===== src/rtl/rhsv_pkg.sv =====
// ----------------------------------------------------------------------------
// rhsv_pkg: shared types and constants for the RGB to HSV converter
// Holds the pipeline depth, the divider lane layout and the restoring
// division step used by the hue and saturation dividers.
// ----------------------------------------------------------------------------
`default_nettype none

package rhsv_pkg;

   // Pixel channel width
   localparam int unsigned CHAN_W = 8;

   // Divider geometry: 17-bit dividend, 9-bit divisor, 8-bit quotient
   localparam int unsigned NUM_W  = 17;
   localparam int unsigned DEN_W  = 9;
   localparam int unsigned QUO_W  = 8;

   // Hue magnitude before scaling: at most five times delta
   localparam int unsigned HMAG_W = 11;

   // Pipeline layout: three front stages, the divider stages, one output stage
   localparam int unsigned FRONT_STAGES   = 3;
   localparam int unsigned DIV_BITS_STAGE = 2;
   localparam int unsigned DIV_STAGES     = QUO_W / DIV_BITS_STAGE;
   localparam int unsigned PIPE_DEPTH     = FRONT_STAGES + DIV_STAGES + 1;

   // Hue scale factor (hue = 85 * sum / (2 * delta)) and saturation scale
   localparam int unsigned HUE_SCALE = 85;
   localparam int unsigned SAT_SCALE = 255;

   typedef logic [CHAN_W-1:0] chan_type;
   typedef logic [NUM_W-1:0]  div_num_type;
   typedef logic [DEN_W-1:0]  div_den_type;
   typedef logic [QUO_W-1:0]  div_quo_type;

   // Sector of the largest channel; ties resolve red, then green, then blue
   typedef enum logic [1:0] {
      SECTOR_RED   = 2'd0,
      SECTOR_GREEN = 2'd1,
      SECTOR_BLUE  = 2'd2
   } sector_type;

   // One divider in flight: partial remainder, divisor, quotient so far
   typedef struct packed {
      div_num_type rem;
      div_den_type den;
      div_quo_type quo;
   } div_lane_type;

   // Side information that rides along with the dividers
   typedef struct packed {
      logic     gray;
      logic     black;
      logic     neg;
      chan_type brightness;
   } pix_tag_type;

   // One restoring division step at the given quotient bit position
   function automatic div_lane_type div_step(div_lane_type lane, int unsigned shift);
      div_num_type  trial;
      div_lane_type res;
      trial   = div_num_type'(lane.den) << shift;
      res     = lane;
      res.quo = {lane.quo[QUO_W-2:0], 1'b0};
      if (lane.rem >= trial) begin
         res.rem    = lane.rem - trial;
         res.quo[0] = 1'b1;
      end
      return res;
   endfunction

endpackage

`default_nettype wire


===== src/rtl/rgb_to_hsv_8bit.sv =====
// Path: a pixel passes eight register stages, the first loaded at its input
//   transfer edge, before its result is offered on the rsp_ side.
// Throughput: one pixel per cycle while the rsp_ side accepts; the two 8-bit
//   dividers resolve two quotient bits per stage over four stages, which sets the depth.
// Each stage holds while its successor is full and stalled; bubbles collapse.
// Reset (synchronous, active high) empties the pipeline; data is not cleared.
// ----------------------------------------------------------------------------
// rgb_to_hsv_8bit: pipelined 8-bit RGB to HSV converter
// Finds max and min, forms hue and saturation numerators, divides them in a
// pipelined restoring divider pair and applies the gray and black cases.
// ----------------------------------------------------------------------------
`default_nettype none

module rgb_to_hsv_8bit
   import rhsv_pkg::*;
(
   input  wire logic       clock,
   input  wire logic       reset,

   input  wire logic       req_valid,
   output logic            req_ready,
   input  wire logic [7:0] req_red,
   input  wire logic [7:0] req_green,
   input  wire logic [7:0] req_blue,

   output logic            rsp_valid,
   input  wire logic       rsp_ready,
   output logic [7:0]      rsp_hue,
   output logic [7:0]      rsp_saturation,
   output logic [7:0]      rsp_brightness
);

   localparam int unsigned OUT_STAGE = PIPE_DEPTH - 1;

   // Pipeline control
   logic [PIPE_DEPTH-1:0] valid_ff;
   logic [PIPE_DEPTH-1:0] adv;

   // Stage 0: max, min, sector and channel difference
   chan_type          s0_max_ff, s0_min_ff;
   sector_type        s0_sector_ff;
   logic signed [8:0] s0_diff_ff;

   chan_type          s0_max_in, s0_min_in;
   chan_type          rg_max, rg_min;
   sector_type        s0_sector_in;
   logic signed [8:0] s0_diff_in;

   // Stage 1: delta and hue magnitude with its sign
   chan_type           s1_delta_ff, s1_max_ff;
   logic [HMAG_W-1:0]  s1_hmag_ff;
   logic               s1_neg_ff;

   chan_type           s1_delta_in;
   logic signed [11:0] hsum;
   logic [11:0]        hsum_abs;

   // Stage 2: divider operands
   div_lane_type s2_hue_ff, s2_sat_ff;
   pix_tag_type  s2_tag_ff;

   div_lane_type s2_hue_in, s2_sat_in;
   pix_tag_type  s2_tag_in;

   // Divider stages
   div_lane_type hdiv_ff [DIV_STAGES];
   div_lane_type sdiv_ff [DIV_STAGES];
   pix_tag_type  dtag_ff [DIV_STAGES];

   // Output stage
   logic [7:0] rsp_hue_ff, rsp_saturation_ff, rsp_brightness_ff;
   logic [7:0] rsp_hue_in, rsp_saturation_in;
   div_quo_type hue_quo;

   // Advance a stage when it is empty or its successor advances
   always_comb begin
      adv[OUT_STAGE] = !valid_ff[OUT_STAGE] || rsp_ready;
      for (int i = OUT_STAGE - 1; i >= 0; i--) begin
         adv[i] = !valid_ff[i] || adv[i+1];
      end
   end

   assign req_ready = adv[0];
   assign rsp_valid = valid_ff[OUT_STAGE];

   // Move valid bits along with the data
   always_ff @(posedge clock) begin
      if (reset) begin
         valid_ff <= '0;
      end else begin
         if (adv[0]) begin
            valid_ff[0] <= req_valid;
         end
         for (int i = 1; i < PIPE_DEPTH; i++) begin
            if (adv[i]) begin
               valid_ff[i] <= valid_ff[i-1];
            end
         end
      end
   end

   // Stage 0: find the largest channel, its sector and the opposing difference
   always_comb begin
      rg_max    = (req_red >= req_green) ? req_red : req_green;
      rg_min    = (req_red <= req_green) ? req_red : req_green;
      s0_max_in = (rg_max >= req_blue) ? rg_max : req_blue;
      s0_min_in = (rg_min <= req_blue) ? rg_min : req_blue;
      if (s0_max_in == req_red) begin
         s0_sector_in = SECTOR_RED;
         s0_diff_in   = $signed({1'b0, req_green}) - $signed({1'b0, req_blue});
      end else if (s0_max_in == req_green) begin
         s0_sector_in = SECTOR_GREEN;
         s0_diff_in   = $signed({1'b0, req_blue}) - $signed({1'b0, req_red});
      end else begin
         s0_sector_in = SECTOR_BLUE;
         s0_diff_in   = $signed({1'b0, req_red}) - $signed({1'b0, req_green});
      end
   end

   always_ff @(posedge clock) begin
      if (adv[0]) begin
         s0_max_ff    <= s0_max_in;
         s0_min_ff    <= s0_min_in;
         s0_sector_ff <= s0_sector_in;
         s0_diff_ff   <= s0_diff_in;
      end
   end

   // Stage 1: add the sector offset (2k * delta) and split off the sign
   always_comb begin
      s1_delta_in = s0_max_ff - s0_min_ff;
      case (s0_sector_ff)
         SECTOR_RED:   hsum = {{3{s0_diff_ff[8]}}, s0_diff_ff};
         SECTOR_GREEN: hsum = $signed({3'b000, s1_delta_in, 1'b0})
                              + $signed({{3{s0_diff_ff[8]}}, s0_diff_ff});
         SECTOR_BLUE:  hsum = $signed({2'b00, s1_delta_in, 2'b00})
                              + $signed({{3{s0_diff_ff[8]}}, s0_diff_ff});
         default:      hsum = '0;
      endcase
      hsum_abs = hsum[11] ? 12'(-hsum) : 12'(hsum);
   end

   always_ff @(posedge clock) begin
      if (adv[1]) begin
         s1_delta_ff <= s1_delta_in;
         s1_max_ff   <= s0_max_ff;
         s1_hmag_ff  <= hsum_abs[HMAG_W-1:0];
         s1_neg_ff   <= hsum[11];
      end
   end

   // Stage 2: scale numerators and set up both dividers
   always_comb begin
      s2_hue_in.rem = NUM_W'(s1_hmag_ff) * NUM_W'(HUE_SCALE);
      s2_hue_in.den = {s1_delta_ff, 1'b0};
      s2_hue_in.quo = '0;
      s2_sat_in.rem = NUM_W'(s1_delta_ff) * NUM_W'(SAT_SCALE);
      s2_sat_in.den = DEN_W'(s1_max_ff);
      s2_sat_in.quo = '0;
      s2_tag_in.gray       = (s1_delta_ff == '0);
      s2_tag_in.black      = (s1_max_ff == '0);
      s2_tag_in.neg        = s1_neg_ff;
      s2_tag_in.brightness = s1_max_ff;
   end

   always_ff @(posedge clock) begin
      if (adv[2]) begin
         s2_hue_ff <= s2_hue_in;
         s2_sat_ff <= s2_sat_in;
         s2_tag_ff <= s2_tag_in;
      end
   end

   // Divider stages: resolve two quotient bits per stage, most significant first
   for (genvar j = 0; j < DIV_STAGES; j++) begin : g_div
      div_lane_type hue_src, sat_src;
      pix_tag_type  tag_src;
      div_lane_type hue_in, sat_in;

      if (j == 0) begin : g_first
         assign hue_src = s2_hue_ff;
         assign sat_src = s2_sat_ff;
         assign tag_src = s2_tag_ff;
      end else begin : g_next
         assign hue_src = hdiv_ff[j-1];
         assign sat_src = sdiv_ff[j-1];
         assign tag_src = dtag_ff[j-1];
      end

      always_comb begin
         hue_in = hue_src;
         sat_in = sat_src;
         for (int t = 0; t < DIV_BITS_STAGE; t++) begin
            hue_in = div_step(hue_in, QUO_W - 1 - (j * DIV_BITS_STAGE + t));
            sat_in = div_step(sat_in, QUO_W - 1 - (j * DIV_BITS_STAGE + t));
         end
      end

      always_ff @(posedge clock) begin
         if (adv[FRONT_STAGES + j]) begin
            hdiv_ff[j] <= hue_in;
            sdiv_ff[j] <= sat_in;
            dtag_ff[j] <= tag_src;
         end
      end
   end

   // Output stage: apply sign and the gray and black cases
   always_comb begin
      hue_quo = hdiv_ff[DIV_STAGES-1].quo;
      if (dtag_ff[DIV_STAGES-1].gray) begin
         rsp_hue_in = '0;
      end else if (dtag_ff[DIV_STAGES-1].neg) begin
         rsp_hue_in = 8'(-hue_quo);
      end else begin
         rsp_hue_in = hue_quo;
      end
      rsp_saturation_in = dtag_ff[DIV_STAGES-1].black ? '0 : sdiv_ff[DIV_STAGES-1].quo;
   end

   always_ff @(posedge clock) begin
      if (adv[OUT_STAGE]) begin
         rsp_hue_ff        <= rsp_hue_in;
         rsp_saturation_ff <= rsp_saturation_in;
         rsp_brightness_ff <= dtag_ff[DIV_STAGES-1].brightness;
      end
   end

   assign rsp_hue        = rsp_hue_ff;
   assign rsp_saturation = rsp_saturation_ff;
   assign rsp_brightness = rsp_brightness_ff;

endmodule

`default_nettype wire


===== config.mk =====
export PLATFORM = sky130hd
export DESIGN_NAME = rgb_to_hsv_8bit
export DESIGN_NICKNAME = d
export VERILOG_FILES = /design/src/rtl/rhsv_pkg.sv /design/src/rtl/rgb_to_hsv_8bit.sv
export SDC_FILE = /design/constraint.sdc
export NUM_CORES = 1
export LEC_CHECK = 0
export BUFFER_PORTS_ARGS = -buffer_cell sky130_fd_sc_hd__buf_2
export CORE_AREA = 5 5 220 222
export CTS_BUF_LIST = sky130_fd_sc_hd__clkbuf_8
export DETAILED_ROUTE_END_ITERATION = 6
export DIE_AREA = 0 0 225 227
export GPL_TIMING_DRIVEN = 0
export PLACE_DENSITY = 0.71
export SYNTH_ARGS = -nofsm -noshare
export SYNTH_HDL_FRONTEND = slang
export SYNTH_SLANG_ARGS = --single-unit

===== constraint.sdc =====
create_clock -name clock -period 8.9 [get_ports clock]
set_clock_uncertainty 0.1 [all_clocks]
set_input_delay 0.89 -clock clock [delete_from_list [all_inputs] [get_ports clock]]
set_output_delay 0.89 -clock clock [all_outputs]
set_load 0.03 [all_outputs]

; ---- After elaboration in Yosys (flattened, before gate mapping)
; Memory sizes are Yosys's and may differ from the RTL's. A register that Yosys moved wholly into a read port is not among the register bits.
; Cells that the tools add are included.
[classes]
multipliers = 2
eq_ne = 4
n_mux = 50
reduce_logical = 19
addsub = 24
order_cmp = 20
[op_table]
columns = operator, n
row1 = $mux 17, 16
row2 = $ge 17x14->1, 3
row3 = $sub 17x14->17, 3
row4 = $mux 8, 5
row5 = $pmux 12 s3, 1
row6 = $ge 17x10->1, 2
row7 = $ge 17x11->1, 2
row8 = $ge 17x12->1, 2
row9 = $ge 17x13->1, 2
row10 = $ge 17x9->1, 2
row11 = $sub 17x10->17, 2
row12 = $sub 17x11->17, 2
row13 = $sub 17x12->17, 2
row14 = $sub 17x13->17, 2
row15 = $sub 17x9->17, 2
row16 = $sub 8x8->9, 3
row17 = $mux 1, 24
row18 = $mux 9, 2
row19 = $ge 17x15->1, 1
row20 = $ge 17x16->1, 1
row21 = $mul 11x7->17 const B, 1
row22 = $sub 16x15->17, 1
row23 = $sub 17x15->17, 1
row24 = $sub 17x16->17, 1
row25 = other kinds (18), 36
[word_totals]
regBits = 131
out_inout_bits = 26
memories = 3
wordCells = 147
in_bits = 28
mem_bits_rw = 316
[memory_table]
columns = name, depth, width, rd, rd_clocked_by_memory_dff, write_ports, line_no
row1 = hdiv_ff, 4, 34, 4, 0, 4, rgb_to_hsv_8bit.sv:66  ; div_lane_type hdiv_ff [DIV_STAGES];
row2 = sdiv_ff, 4, 34, 4, 1, 4, rgb_to_hsv_8bit.sv:67  ; div_lane_type sdiv_ff [DIV_STAGES];
row3 = dtag_ff, 4, 11, 4, 0, 4, rgb_to_hsv_8bit.sv:68  ; pix_tag_type dtag_ff [DIV_STAGES];

; ---- Longest topological paths before layout
[logic_depth]
ltp_word = 9
mapped_depth = 24
ltp_nobuf = 22

; ---- Least setup slack after synthesis
; No wires, ideal clock.
[synth_timing]
path_kind = input port to flip-flop
startpoint = input req_green[5]
endpoint = register s0_diff_ff[0] (data pin)
t_required_ns = 8.652
setup_time_ns = 0.148
arrival_time_ns = 5.353
slack_ns = 3.299
stages = 21
path_cell_list = inv_1 > ha_1 > and3_1 > a221o_1 > a21oi_1 > clkbuf_1 > clkbuf_1 > nor2_1 > a21oi_1 > ha_1 > nand2b_1 > a311o_1 > a211o_1 > clkbuf_1 > clkbuf_1 > a21oi_1 > nand4_1 > and4b_1 > buf_2 > mux2_1 > mux2i_1
[synth_between]
elab_chain_len = 7
elab_cells_between_ends = 8
cone_classes = 2 x order compare / 2 x eq/ne / 4 x mux
[synth_rtl]
columns = element, line_no
row1 = "start, declared", rgb_to_hsv_8bit.sv:23  ; input wire logic [7:0] req_green,
row2 = $ge 8x8->1, rgb_to_hsv_8bit.sv:104  ; rg_max = (req_red >= req_green) ? req_red : req_green;
row3 = $mux 8, rgb_to_hsv_8bit.sv:104
row4 = $ge 8x8->1, rgb_to_hsv_8bit.sv:106  ; s0_max_in = (rg_max >= req_blue) ? rg_max : req_blue;
row5 = $mux 8, rgb_to_hsv_8bit.sv:106
row6 = $eq 8x8->1, rgb_to_hsv_8bit.sv:111  ; end else if (s0_max_in == req_green) begin
row7 = $mux 9, rgb_to_hsv_8bit.sv:111
row8 = $mux 9 (*), rgb_to_hsv_8bit.sv:108  ; if (s0_max_in == req_red) begin
row9 = named net s0_diff_in[0], rgb_to_hsv_8bit.sv:47  ; logic signed [8:0] s0_diff_in;
row10 = "end signal, assigned", rgb_to_hsv_8bit.sv:125  ; s0_diff_ff <= s0_diff_in;
row11 = "end, declared", rgb_to_hsv_8bit.sv:42  ; logic signed [8:0] s0_diff_ff;
; The timed path passes the listed nets; every way through them passes the cells marked *.
; A chain may end at the register's enable or synchronous reset.

; ---- Worst setup path in the final report
[layout_timing]
startpoint = input req_green[4]
endpoint = register s0_diff_ff[7] (data pin)
; Same word-level chain as after synthesis.

==> flow_metrics.env <==
export IMPL_cts_inserted_buffers=58
export IMPL_grt_overflow=0
export IMPL_hold_path_startpoint="g_div[0].tag_src[9]"
export IMPL_timing_slew_headroom_pct=33.3
export IMPL_worstReg2RegEnd="sdiv_ff[2][26]"
export IMPL_netlist_area_sq_mm=0.0250
export IMPL_worst_setup_path_startpoint="req_green[4]"
export IMPL_worst_r2r_cell_count=23
export IMPL_detail_route_first_pass_iterations=5
export IMPL_antenna_found_initial=0
export IMPL_cts_hold_buffers=0
export IMPL_yosys_cell_types_count=87
export IMPL_detail_route_wl_per_cell_um=16.4
export IMPL_timing_critical_path_to="s0_diff_ff[7]"
export IMPL_cts_htree_levels=2
export IMPL_cap_viol_max_count=0
export IMPL_drt_vias_per_instance=5.60
export IMPL_worstMarginPinSlew_ns=1.00
export IMPL_port_buffer_count=52
export IMPL_drv_slew=0
export IMPL_cts_resized=0
export IMPL_core_area_sq_mm=0.0462
export IMPL_synth_top_cell_area_share_pct=40.4
export IMPL_area_growth_synth_to_final_pct=8.94
export IMPL_die_height_um=227
export IMPL_cp_arrival_ns=7.02
export IMPL_setup_viol=0
export IMPL_fin_setup_tns_ns=0
export IMPL_cts_post_setup_buffers_inserted=0
export IMPL_timing_worst_setup_path_type="in -> reg"
export IMPL_initial_standard_cell_utilization_of_the_core_pct=54.2
export IMPL_timing_final_crit_period_ns=6.71
export IMPL_worst_ep_required_time_ns=9.21
export IMPL_mappedNetlistNets=2752
export IMPL_postSynthRegisterBits=345
export IMPL_outcome="completed"
export IMPL_ratio_of_final_minimum_period_to_clock_period_pct=75.4
export IMPL_place_detailed_hpwl_um=41500
export IMPL_cts_root_to_sink_buffers=3
export IMPL_timing_critical_path_cells="buf_2, inv_1, ha_1, a21o_1, a221o_1, a21oi_1, clkbuf_1, clkbuf_1, nor2_1, a21oi_1, ha_1, nand2b_1, a311o_1, a211o_1, clkbuf_1, nor2_1, nor2_1, nor4_1, o22ai_1, a211oi_1, buf_2, mux2i_1"
export IMPL_crit_path_start_kind="input pin"
export IMPL_routability_driven_placement_congestion_ratio=0.957
export IMPL_ys_seq_area_share_pct=41.1
export IMPL_drive_gt1_share_pct=8.01
export IMPL_yosys_warnings=0
export IMPL_r2r_start="sdiv_ff[1][20]"
export IMPL_initialDrtViolationCount=875
export IMPL_path_depth=22
export IMPL_detailroute_via_count=17700
export IMPL_fp_dieW_um=225
export IMPL_cpPeakStageDelay_ns=0.53
export IMPL_critical_path_slowest_cell="sky130_fd_sc_hd__a21oi_1"
export IMPL_grt_pass1_wl_um=85700
export IMPL_crit_path_end_kind="flip-flop"
export IMPL_timing_fmax_ghz=0.149
export IMPL_floorplan_io_pins=54
export IMPL_syn_avg_cell_area_sq_um=10.5
export IMPL_nets=2869
export IMPL_hold_violations=0
export IMPL_dominantRegCellSynth="sky130_fd_sc_hd__edfxtp_1"
export IMPL_path_buf_inv=6
export IMPL_synthArstFlopShare_pct=0
export IMPL_drc=0
export IMPL_num_antenna_cells=0
export IMPL_grt_max_degree=34
export IMPL_cts_root_buffer_cell="sky130_fd_sc_hd__clkbuf_8"
export IMPL_clkSlewWorstSetupHoldPaths_ns=0.06
export IMPL_clock_tree_from_tritoncts="built"
export IMPL_crit_fanout=10
export IMPL_route_final_wire_length_um=51600
export IMPL_clock_sink_count=345
export IMPL_ant_nets=0
export IMPL_worst_hold_path_type="reg -> reg"
export IMPL_globalRouteTotalUtil_pct=20.2
export IMPL_cpLargestDelayFamily="compound AO/OA/AOI/OAI gates"
export IMPL_placementRows=79
export IMPL_worst_skew_pair_late_latency_ns=0.65
export IMPL_synth_edff_count=337
export IMPL_synth_top_cell_by_area="sky130_fd_sc_hd__edfxtp_1"
export IMPL_rsz0062_at_grt="no"
export IMPL_ff2ff_setup_slack_ns=2.75
export IMPL_postSynthCellCount=2388
export IMPL_design_die_area_sq_mm=0.0511
export IMPL_first_global_vias=18000
export IMPL_synth_top_cells_by_area="sky130_fd_sc_hd__edfxtp_1 40%, sky130_fd_sc_hd__ha_1 14%, sky130_fd_sc_hd__fa_1 5.0%"
[cell usage in the layout (no fill, tap or decap), types with 58 or more instances in the layout]
cell,instances
sky130_fd_sc_hd__edfxtp_1,337
sky130_fd_sc_hd__inv_1,301
sky130_fd_sc_hd__ha_1,273
sky130_fd_sc_hd__nor2_1,164
sky130_fd_sc_hd__a21oi_1,140
sky130_fd_sc_hd__nand2_1,122
sky130_fd_sc_hd__xnor2_1,97
sky130_fd_sc_hd__o21ai_0,96
sky130_fd_sc_hd__a21o_1,66
sky130_fd_sc_hd__fa_1,63
sky130_fd_sc_hd__clkbuf_8,60
sky130_fd_sc_hd__nor2b_1,58
[through the flow]
| stage | setup slack, ns | util [%] | instance area [sq um] | hold WS [ns] | std cells |
|---|---|---|---|---|---|
| final | 2.19 | 59.1 | 27300 | 0.306 | 3153 |
| after global routing | 1.99 | 59.1 | 27300 | 0.323 | 3153 |
| after CTS | 2.36 | 59.1 | 27300 | 0.301 | 3153 |
| after detailed placement | 1.68 | 56.7 | 26200 | 0.305 | 3052 |
| after global placement | 1.69 | 56.4 | 26100 | 0.303 | 3047 |
| after floorplan | 3.30 | - | 25000 | 0.300 | 2388 |
[synthesized netlist by cell type, drive strengths merged (31+ instances only)]
| cell type | instances |
|---|---|
| nor3 | 49 |
| nor2 | 164 |
| mux2 | 59 |
| edfxtp | 337 |
| o21a | 31 |
| nor2b | 58 |
| ha | 273 |
| xnor2 | 98 |
| a21oi | 140 |
| a21o | 66 |
| fa | 63 |
| nand2b | 40 |
| o21ai | 128 |
| nand4 | 33 |
| xor2 | 52 |
| nand3 | 32 |
| inv | 287 |
| nand2 | 125 |
| mux2i | 38 |
[worst reg2reg max path: cells and delay by family, from the launching register on]
family | cells | cell delay, ns
buf+inv | 6 | 0.86
compound gates | 10 | 2.46
fa+ha+maj | 3 | 0.89
mux | 1 | 0.29
simple gates | 3 | 0.90
flops | 1 | 0.39
[routing by layer]
metal	global-route usage [%]	vias to the layer above	part of all wire, %
met1	24.4	8303	42
met2	37.0	385	50
li1	-	8851	-
met5	0	-	0
met3	2.45	114	3.9
met4	7.44	0	3.3
[logic make-up (layout without fill, tap and decap cells)]
family                     after synthesis  in the layout  synth area share, %
AOI/OAI and AO/OA                      516            516                 13.1
adders and majority gates              336            336                 18.7
buffers and inverters                  322            480                 4.90
muxes                                   97             97                 4.19
and+or+nand+nor                        622            622                 12.8
DFF                                    345            345                 41.1
xor gates and xnor gates               150            150                 5.28
[layout make-up]
cell class                      count  area [sq um]
Tap cell                          607           759
Clock buffer                       60           826
Sequential cell                   345         10300
Timing Repair Buffer               57           368
Fill cell                        3726         18900
Buffer                             35           149
Multi-Input combinational cell   1721         13500
Clock inverter                     41           275
Inverter                          287          1080
[worst min-delay path by stage]
stage          depth (start not counted)  slack, ns              to
2_1_floorplan                          0       0.30  dtag_ff[0][10]
3_3_place_gp                           0       0.30   sdiv_ff[3][7]
3_5_place_dp                           0       0.30   dtag_ff[3][9]
4_1_cts                                0       0.30   dtag_ff[0][9]
5_1_grt                                0       0.32   sdiv_ff[2][5]
6_report                               0       0.31   dtag_ff[0][9]
[sequential cells by signal, indices dropped and copies added, names as in the netlist]
name and flops:
s1_max_ff 8, g_div.hue_src 17, hdiv_ff 95, s1_hmag_ff 11, valid_ff 8, rsp_saturation 8
rsp_hue 8, s0_sector_ff 2, s0_max_ff 8, g_div.hue_in 7, s0_min_ff 8, s1_neg_ff 1
g_div.sat_src 16, g_div.tag_src 11, rsp_brightness 8, dtag_ff 44, s0_diff_ff 9, sdiv_ff 68
s1_delta_ff 8
Power is left out: the tool's default activity adds up to more than one toggle a clock period on the data nets, which glitch-free logic cannot reach.
